[config.mk]
export PLATFORM = sky130hd
export DESIGN_NAME = motor_speed_pi_controller_core_flat
export DESIGN_NICKNAME = d
export VERILOG_FILES = /design/src/design/mspc_pkg.sv /design/src/design/mspc_ifs.sv /design/src/design/mspc_cfg_regs.sv /design/src/design/mspc_step.sv /design/src/design/motor_speed_pi_controller_core.sv /design/src/flat_wrapper.sv
export SDC_FILE = /design/constraint.sdc
export NUM_CORES = 2
export LEC_CHECK = 0
export ABC_AREA = 1
export ABC_CLOCK_PERIOD_IN_PS = 19170
export BUFFER_PORTS_ARGS = -buffer_cell sky130_fd_sc_hd__clkbuf_2
export CORE_ASPECT_RATIO = 1.2
export CORE_MARGIN = 3
export CORE_UTILIZATION = 50
export DETAILED_ROUTE_END_ITERATION = 10
export MAX_ROUTING_LAYER = met4
export PLACE_DENSITY = 0.66
export SYNTH_ARGS = -nofsm -noshare
export SYNTH_HDL_FRONTEND = slang
export SYNTH_SLANG_ARGS = --single-unit
[constraint.sdc]
create_clock -name clk -period 19.17 [get_ports clk]
set_input_delay 0.9585 -clock clk [delete_from_list [all_inputs] [get_ports clk]]
set_output_delay 0.9585 -clock clk [all_outputs]
set_load 0.02 [all_outputs]
[src/design/mspc_pkg.sv]
// shared types, constants and helpers for the motor speed pi controller
package mspc_pkg;

	localparam int DRV_W = 28;
	localparam int CFG_IDX_W = 3;
	localparam int CFG_DATA_W = 16;

	localparam int PRESET_MODE1 = 2000;
	localparam int PRESET_MODE2 = 2500;
	localparam int PRESET_MODE3 = 3100;
	localparam int CLAMP_MODE12 = 5500;
	localparam int CLAMP_MODE3 = 5000;
	localparam int LAUNCH_THRESHOLD_RST = 100;

	typedef enum logic {
		REQ_SAMPLE = 1'b0,
		REQ_TICK = 1'b1
	} req_type_t;

	typedef enum logic [1:0] {
		MODE_OFF = 2'd0,
		MODE_LOW = 2'd1,
		MODE_MID = 2'd2,
		MODE_HIGH = 2'd3
	} speed_mode_t;

	typedef enum logic [CFG_IDX_W-1:0] {
		REG_TARGET_SPEED = 3'd0,
		REG_PROP_GAIN = 3'd1,
		REG_INT_GAIN = 3'd2,
		REG_SPEED_MODE = 3'd3,
		REG_LAUNCH_THRESHOLD = 3'd4
	} reg_idx_t;

	typedef struct packed {
		logic req_type;
		logic [15:0] left_pulses;
		logic left_forward;
		logic [15:0] right_pulses;
		logic right_forward;
		logic stop_request;
	} in_item_t;

	typedef struct packed {
		logic [15:0] drive_value;
		logic [15:0] measured_speed;
		logic closed_loop;
	} out_item_t;

	typedef struct packed {
		logic [15:0] target_speed;
		logic [15:0] prop_gain;
		logic [15:0] int_gain;
		logic [1:0] speed_mode;
		logic [14:0] launch_threshold;
	} cfg_t;

	typedef struct packed {
		logic [15:0] left_accum;
		logic [15:0] right_accum;
		logic [16:0] previous_error;
		logic [15:0] drive_reg;
		logic [15:0] speed_reg;
		logic closed_latch;
	} state_t;

	function automatic logic [15:0] sat16(input logic signed [DRV_W-1:0] v);
		logic [15:0] r;
		if (v > DRV_W'(32767)) begin
			r = 16'h7fff;
		end else if (v < -DRV_W'(32768)) begin
			r = 16'h8000;
		end else begin
			r = v[15:0];
		end
		return r;
	endfunction

endpackage

[src/design/mspc_ifs.sv]
// valid/ready channel interfaces for items, results and register writes
interface mspc_in_if;
	logic valid;
	logic ready;
	mspc_pkg::in_item_t data;
	modport source (output valid, output data, input ready);
	modport sink (input valid, input data, output ready);
endinterface

interface mspc_out_if;
	logic valid;
	logic ready;
	mspc_pkg::out_item_t data;
	modport source (output valid, output data, input ready);
	modport sink (input valid, input data, output ready);
endinterface

interface mspc_cfg_if;
	logic valid;
	logic ready;
	logic [mspc_pkg::CFG_IDX_W-1:0] index;
	logic [mspc_pkg::CFG_DATA_W-1:0] wdata;
	modport source (output valid, output index, output wdata, input ready);
	modport sink (input valid, input index, input wdata, output ready);
endinterface

[src/design/mspc_cfg_regs.sv]
// configuration register file
module mspc_cfg_regs (
	input logic clk,
	input logic arst_n,
	input logic wr_en,
	input logic [mspc_pkg::CFG_IDX_W-1:0] wr_index,
	input logic [mspc_pkg::CFG_DATA_W-1:0] wr_data,
	output mspc_pkg::cfg_t cfg
);

	mspc_pkg::cfg_t cfg_q;

	always_ff @(posedge clk or negedge arst_n) begin
		if (!arst_n) begin
			cfg_q.target_speed <= '0;
			cfg_q.prop_gain <= '0;
			cfg_q.int_gain <= '0;
			cfg_q.speed_mode <= mspc_pkg::MODE_OFF;
			cfg_q.launch_threshold <= 15'(mspc_pkg::LAUNCH_THRESHOLD_RST);
		end else if (wr_en) begin
			unique case (wr_index)
				mspc_pkg::REG_TARGET_SPEED: cfg_q.target_speed <= wr_data;
				mspc_pkg::REG_PROP_GAIN: cfg_q.prop_gain <= wr_data;
				mspc_pkg::REG_INT_GAIN: cfg_q.int_gain <= wr_data;
				mspc_pkg::REG_SPEED_MODE: cfg_q.speed_mode <= wr_data[1:0];
				mspc_pkg::REG_LAUNCH_THRESHOLD: cfg_q.launch_threshold <= wr_data[14:0];
				default: cfg_q <= cfg_q;
			endcase
		end
	end

	assign cfg = cfg_q;

endmodule

[src/design/mspc_step.sv]
// next-state logic: sample accumulation and control tick with pi update
module mspc_step (
	input mspc_pkg::in_item_t item,
	input mspc_pkg::state_t st,
	input mspc_pkg::cfg_t cfg,
	output mspc_pkg::state_t st_nxt
);

	localparam int W = mspc_pkg::DRV_W;

	logic signed [15:0] l_acc, r_acc, drive, target, kp, ki, speed;
	logic signed [16:0] prev_err, sp_sum, sp_adj, err, thr;
	logic signed [17:0] l_pls, r_pls, l_delta, r_delta, l_sum, r_sum, derr;
	logic signed [33:0] p_prod;
	logic signed [32:0] i_prod;
	logic signed [34:0] pi_sum, pi_adj;
	logic signed [26:0] step;
	logic signed [W-1:0] drv_pi, drv_open, drv_raw, drv_clamp, lim;
	logic launch, clamp_en;
	logic [15:0] drv_sat;

	assign l_acc = $signed(st.left_accum);
	assign r_acc = $signed(st.right_accum);
	assign drive = $signed(st.drive_reg);
	assign prev_err = $signed(st.previous_error);
	assign target = $signed(cfg.target_speed);
	assign kp = $signed(cfg.prop_gain);
	assign ki = $signed(cfg.int_gain);

	// sample path
	assign l_pls = $signed({2'b00, item.left_pulses});
	assign r_pls = $signed({2'b00, item.right_pulses});
	assign l_delta = item.left_forward ? l_pls : -l_pls;
	assign r_delta = item.right_forward ? -r_pls : r_pls;
	assign l_sum = 18'(l_acc) + l_delta;
	assign r_sum = 18'(r_acc) + r_delta;

	// speed average, truncated toward zero
	assign sp_sum = 17'(l_acc) + 17'(r_acc);
	assign sp_adj = sp_sum + $signed({16'b0, sp_sum[16]});
	assign speed = sp_adj[16:1];

	assign thr = $signed({2'b00, cfg.launch_threshold});
	assign launch = (17'(speed) < thr) && !st.closed_latch;

	// incremental pi
	assign err = 17'(target) - 17'(speed);
	assign derr = 18'(err) - 18'(prev_err);
	assign p_prod = kp * derr;
	assign i_prod = ki * err;
	assign pi_sum = 35'(p_prod) + 35'(i_prod);
	assign pi_adj = pi_sum + (pi_sum[34] ? 35'sd255 : 35'sd0);
	assign step = pi_adj[34:8];
	assign drv_pi = W'(drive) + W'(step);

	always_comb begin
		drv_open = W'(drive);
		if (!item.stop_request) begin
			case (cfg.speed_mode)
				mspc_pkg::MODE_LOW: drv_open = W'(mspc_pkg::PRESET_MODE1);
				mspc_pkg::MODE_MID: drv_open = W'(mspc_pkg::PRESET_MODE2);
				mspc_pkg::MODE_HIGH: drv_open = W'(mspc_pkg::PRESET_MODE3);
				default: drv_open = W'(drive);
			endcase
		end
	end

	assign drv_raw = launch ? drv_open : drv_pi;

	always_comb begin
		clamp_en = 1'b1;
		lim = W'(mspc_pkg::CLAMP_MODE12);
		case (cfg.speed_mode) inside
			mspc_pkg::MODE_LOW, mspc_pkg::MODE_MID: lim = W'(mspc_pkg::CLAMP_MODE12);
			mspc_pkg::MODE_HIGH: lim = W'(mspc_pkg::CLAMP_MODE3);
			default: clamp_en = 1'b0;
		endcase
	end

	always_comb begin
		drv_clamp = drv_raw;
		if (clamp_en) begin
			if (drv_raw > lim) begin
				drv_clamp = lim;
			end else if (drv_raw < -lim) begin
				drv_clamp = -lim;
			end
		end
	end

	assign drv_sat = mspc_pkg::sat16(drv_clamp);

	always_comb begin
		st_nxt = st;
		if (item.req_type == mspc_pkg::REQ_SAMPLE) begin
			st_nxt.left_accum = mspc_pkg::sat16(W'(l_sum));
			st_nxt.right_accum = mspc_pkg::sat16(W'(r_sum));
		end else begin
			st_nxt.left_accum = '0;
			st_nxt.right_accum = '0;
			st_nxt.speed_reg = speed;
			st_nxt.drive_reg = drv_sat;
			if (!launch) begin
				st_nxt.closed_latch = 1'b1;
				st_nxt.previous_error = err;
			end
		end
	end

endmodule

[src/design/motor_speed_pi_controller_core.sv]
// top level of the two-wheel pi speed controller
// an accepted item passes the input register, then the result register, before its result is valid
// throughput: one item per cycle while results are taken; all state updates in a single combinational pass
// a held result does not block intake while the input register is free
// reset: arst_n clears state, both pipeline valids and config (launch threshold to 100)
module motor_speed_pi_controller_core (
	input logic clk,
	input logic arst_n,
	mspc_in_if.sink in_ch,
	mspc_out_if.source out_ch,
	mspc_cfg_if.sink cfg_ch
);

	mspc_pkg::cfg_t cfg;
	mspc_pkg::in_item_t item_s1;
	mspc_pkg::state_t state_q, state_nxt;
	mspc_pkg::out_item_t out_item_q;
	logic valid_s1, out_valid_q, advance, in_fire;

	assign cfg_ch.ready = 1'b1;

	mspc_cfg_regs u_cfg (
		.clk (clk),
		.arst_n (arst_n),
		.wr_en (cfg_ch.valid),
		.wr_index (cfg_ch.index),
		.wr_data (cfg_ch.wdata),
		.cfg (cfg)
	);

	mspc_step u_step (
		.item (item_s1),
		.st (state_q),
		.cfg (cfg),
		.st_nxt (state_nxt)
	);

	assign advance = valid_s1 && (!out_valid_q || out_ch.ready);
	assign in_ch.ready = !valid_s1 || advance;
	assign in_fire = in_ch.valid && in_ch.ready;

	always_ff @(posedge clk or negedge arst_n) begin
		if (!arst_n) begin
			valid_s1 <= 1'b0;
		end else if (in_fire) begin
			valid_s1 <= 1'b1;
		end else if (advance) begin
			valid_s1 <= 1'b0;
		end
	end

	always_ff @(posedge clk) begin
		if (in_fire) begin
			item_s1 <= in_ch.data;
		end
	end

	always_ff @(posedge clk or negedge arst_n) begin
		if (!arst_n) begin
			state_q <= '0;
		end else if (advance) begin
			state_q <= state_nxt;
		end
	end

	always_ff @(posedge clk or negedge arst_n) begin
		if (!arst_n) begin
			out_valid_q <= 1'b0;
		end else if (advance) begin
			out_valid_q <= 1'b1;
		end else if (out_ch.ready) begin
			out_valid_q <= 1'b0;
		end
	end

	always_ff @(posedge clk) begin
		if (advance) begin
			out_item_q.drive_value <= state_nxt.drive_reg;
			out_item_q.measured_speed <= state_nxt.speed_reg;
			out_item_q.closed_loop <= state_nxt.closed_latch;
		end
	end

	assign out_ch.valid = out_valid_q;
	assign out_ch.data = out_item_q;

endmodule

[src/flat_wrapper.sv]
// flat-port wrapper written by rule: the top's interface ports become plain ports
module motor_speed_pi_controller_core_flat 
  (clk, arst_n, in_ch_valid, in_ch_data, in_ch_ready, out_ch_valid, out_ch_data, out_ch_ready, cfg_ch_valid, cfg_ch_index, cfg_ch_wdata, cfg_ch_ready);
  mspc_in_if in_ch_i ();
  mspc_out_if out_ch_i ();
  mspc_cfg_if cfg_ch_i ();
  input logic clk;
  input logic arst_n;
  input wire logic [$bits(in_ch_i.valid)-1:0] in_ch_valid;
  input wire logic [$bits(in_ch_i.data)-1:0] in_ch_data;
  output wire logic [$bits(in_ch_i.ready)-1:0] in_ch_ready;
  output wire logic [$bits(out_ch_i.valid)-1:0] out_ch_valid;
  output wire logic [$bits(out_ch_i.data)-1:0] out_ch_data;
  input wire logic [$bits(out_ch_i.ready)-1:0] out_ch_ready;
  input wire logic [$bits(cfg_ch_i.valid)-1:0] cfg_ch_valid;
  input wire logic [$bits(cfg_ch_i.index)-1:0] cfg_ch_index;
  input wire logic [$bits(cfg_ch_i.wdata)-1:0] cfg_ch_wdata;
  output wire logic [$bits(cfg_ch_i.ready)-1:0] cfg_ch_ready;
  assign in_ch_i.valid = in_ch_valid;
  assign in_ch_i.data = in_ch_data;
  assign in_ch_ready = in_ch_i.ready;
  assign out_ch_valid = out_ch_i.valid;
  assign out_ch_data = out_ch_i.data;
  assign out_ch_i.ready = out_ch_ready;
  assign cfg_ch_i.valid = cfg_ch_valid;
  assign cfg_ch_i.index = cfg_ch_index;
  assign cfg_ch_i.wdata = cfg_ch_wdata;
  assign cfg_ch_ready = cfg_ch_i.ready;
  motor_speed_pi_controller_core u_core (.clk(clk), .arst_n(arst_n), .in_ch(in_ch_i), .out_ch(out_ch_i), .cfg_ch(cfg_ch_i));
endmodule
==> flow_metrics.env <==
export IMPL_status="completed"
export IMPL_routabilityCongestion=0.9750
export IMPL_setup_ws_ps=1227
export IMPL_htree_levels=1
export IMPL_vias=30190
export IMPL_coreArea_mm2=0.07433
export IMPL_synth_cell_types=64
export IMPL_clk_pin_slew_worst_paths_ps=70
export IMPL_cp_data_arrival_time_ps=18370
export IMPL_grt_pass1_wl_um=173300
export IMPL_first_pass_iters=8
export IMPL_worst_pin_slew_ps=1111
export IMPL_wirelength_um=109200
export IMPL_relSlewSlack_pct=25.72
export IMPL_r2r_end="u_core.state_q[20]$_DFFE_PN0P_"
export IMPL_synth_warnings=0
export IMPL_drv_cap=0
export IMPL_drt_initial_drc_count=1878
export IMPL_antenna_found_initial=0
export IMPL_dieArea_mm2=0.07910
export IMPL_reg2reg_from="u_core.state_q[50]$_DFFE_PN0P_"
export IMPL_synthCells=4658
export IMPL_cp_start_kind="register"
export IMPL_root_buffer="clkbuf_16"
export IMPL_end_kind="register"
export IMPL_cp_required_ps=19590
export IMPL_layout_drive_gt1_share_pct=8.177
export IMPL_r2r_cells=101
export IMPL_antenna_cells=0
export IMPL_cts_max_path_buffers=3
export IMPL_synth_top_flop_cell="dfrtp_1"
export IMPL_area_delta_synth_final_pct=8.504
export IMPL_crit_top_cell="nand2_1"
export IMPL_start_util_pct=50.95
export IMPL_nets=5770
export IMPL_ios=96
export IMPL_timing_final_crit_share_pct=93.60
export IMPL_worst_setup_path_type="register to register"
export IMPL_die_h_um=307.5
export IMPL_setup_viol=0
export IMPL_dieWidth_um=257.2
export IMPL_hpwlAfterDp_um=91650
export IMPL_synth_seq_area_share_pct=15.33
export IMPL_worst_path_max_delay_cell="fa_2"
export IMPL_grt_max_degree=78
export IMPL_grt_pass1_vias=31810
export IMPL_synth_edf_count=69
export IMPL_cts_buffers=23
export IMPL_wl_per_cell_um=18.85
export IMPL_clock_skew_ps=29.24
export IMPL_synth_avg_cell_area_um2=8.131
export IMPL_cts_sinks=218
export IMPL_vias_per_cell=5.211
export IMPL_holdCritPathClass="input port to async pin"
export IMPL_synth_async_reset_ratio_pct=68.35
export IMPL_io_buffers=94
export IMPL_grt_overflow=0
export IMPL_layout_min_cycle_time_ps=17940
export IMPL_hold_violations=0
export IMPL_pre_cts_ws_ps=455.0
export IMPL_grt_total_usage_pct=29.12
export IMPL_drc_errors=0
export IMPL_cts_tree="yes"
export IMPL_synthesis_nets=5651
export IMPL_cp_max_fo=10
export IMPL_slowest_delay_ps=640
export IMPL_layout_commonest_cell="inv_1"
export IMPL_fmax_ghz=0.05573
export IMPL_mostFrequentLayoutCells="inv_1, nand2_1, fa_1"
export IMPL_clock_latency_ps=560
export IMPL_synth_ff_latch_count=218
export IMPL_antenna_left=0
export IMPL_worstSetupStartpoint="u_core.state_q[50]$_DFFE_PN0P_"
export IMPL_rows=109
export IMPL_syn_area_mm2=0.03787
export IMPL_final_max_slew_viol_count=0
export IMPL_r2r_slack_ps=1230
-- area by class of cell --
cell class,count,area [um2]
clock inverter,12,100.1
inverter,1143,4315
timing repair buffer,217,1439
fill,6985,33230
sequential,218,5804
clock buffer,30,674.4
multi-input combinational,3174,27510
tap,999,1250
-- registers in the layout, indices dropped and copies added, names as in the netlist --
register and flops:
u_core.item_s1 36, u_core.out_ch.data 33, u_core.u_cfg.cfg 65, u_core.state_q 82
u_core.valid_s1 1, u_core.out_ch.valid 1
-- per-stage QoR --
step	cell area, um2	util (%)	hold slack, ps	std cells	setup TNS (ps)
global route	41090	55.29	456.9	5793	-68.14
floorplan	37870	-	453.0	4658	0
global placement	39880	53.66	465.7	5727	0
finish	41090	55.29	414.5	5793	0
CTS	40660	54.70	428.2	5769	0
detailed placement	39880	53.66	473.1	5727	0
-- kinds of logic after synthesis --
group	Yosys count	synth area share [%]
simple gates	1601	17.53
compound gates	475	7.096
xor+xnor	162	3.796
other cells	1	0.009902
flops	218	15.33
fa+ha+maj	933	43.53
buf+inv	1268	12.71
-- worst max-delay path: cells and delay by family, from the launching register on --
kind | cells | cell delay [ps]
AO/OA/AOI/OAI | 9 | 1200
XOR/XNOR | 2 | 470
buffers and inverters | 22 | 2230
AND/OR/NAND/NOR | 52 | 6950
flip-flops | 1 | 390
adder cells (fa/ha/maj) | 16 | 6490
-- cell usage after synthesis, types with 69 or more instances --
cell type  instances  area share [%]
nand3_1          122             1.6
o21ai_0          191             2.5
a21oi_1          144             1.9
nor2_1           392             3.9
xor2_1           103             2.4
nand2_1          922             9.1
ha_1             292             9.6
dfrtp_1          146             9.6
inv_1           1127              11
edfxtp_1          69             5.5
fa_1             641              34
clkbuf_1         111             1.1
-- layer usage --
layer  track usage (%)  part of all wire [%]  up-vias
met3             2.591                   4.6      336
li1                  -                     -    14240
met5                 -                     0        -
met4             16.75                   7.7        0
met2             50.55                    51      883
met1             33.10                    37    14730
-- worst max-delay path by stage --
stage	slack (ps)	depth (start not counted)	to
floorplan	2720	101	u_core.out_ch.data[20]$_DFFE_PP_
global placement	690	105	u_core.out_ch.data[25]$_DFFE_PP_
detailed placement	450	102	u_core.out_ch.data[31]$_DFFE_PP_
CTS	390	102	u_core.out_ch.data[31]$_DFFE_PP_
global route	-40	105	u_core.state_q[20]$_DFFE_PN0P_
finish	1230	101	u_core.state_q[20]$_DFFE_PN0P_
-- timing repair --
item / CTS / global route
buffers inserted: 0 / 21
gates resized for setup: 0 / 66
endpoints found under the setup margin: 0 / 32
hold buffers: 0 / 0
Power is not shown: default switching activity piles up to over one toggle a cycle in this logic, so the estimate is an artifact.
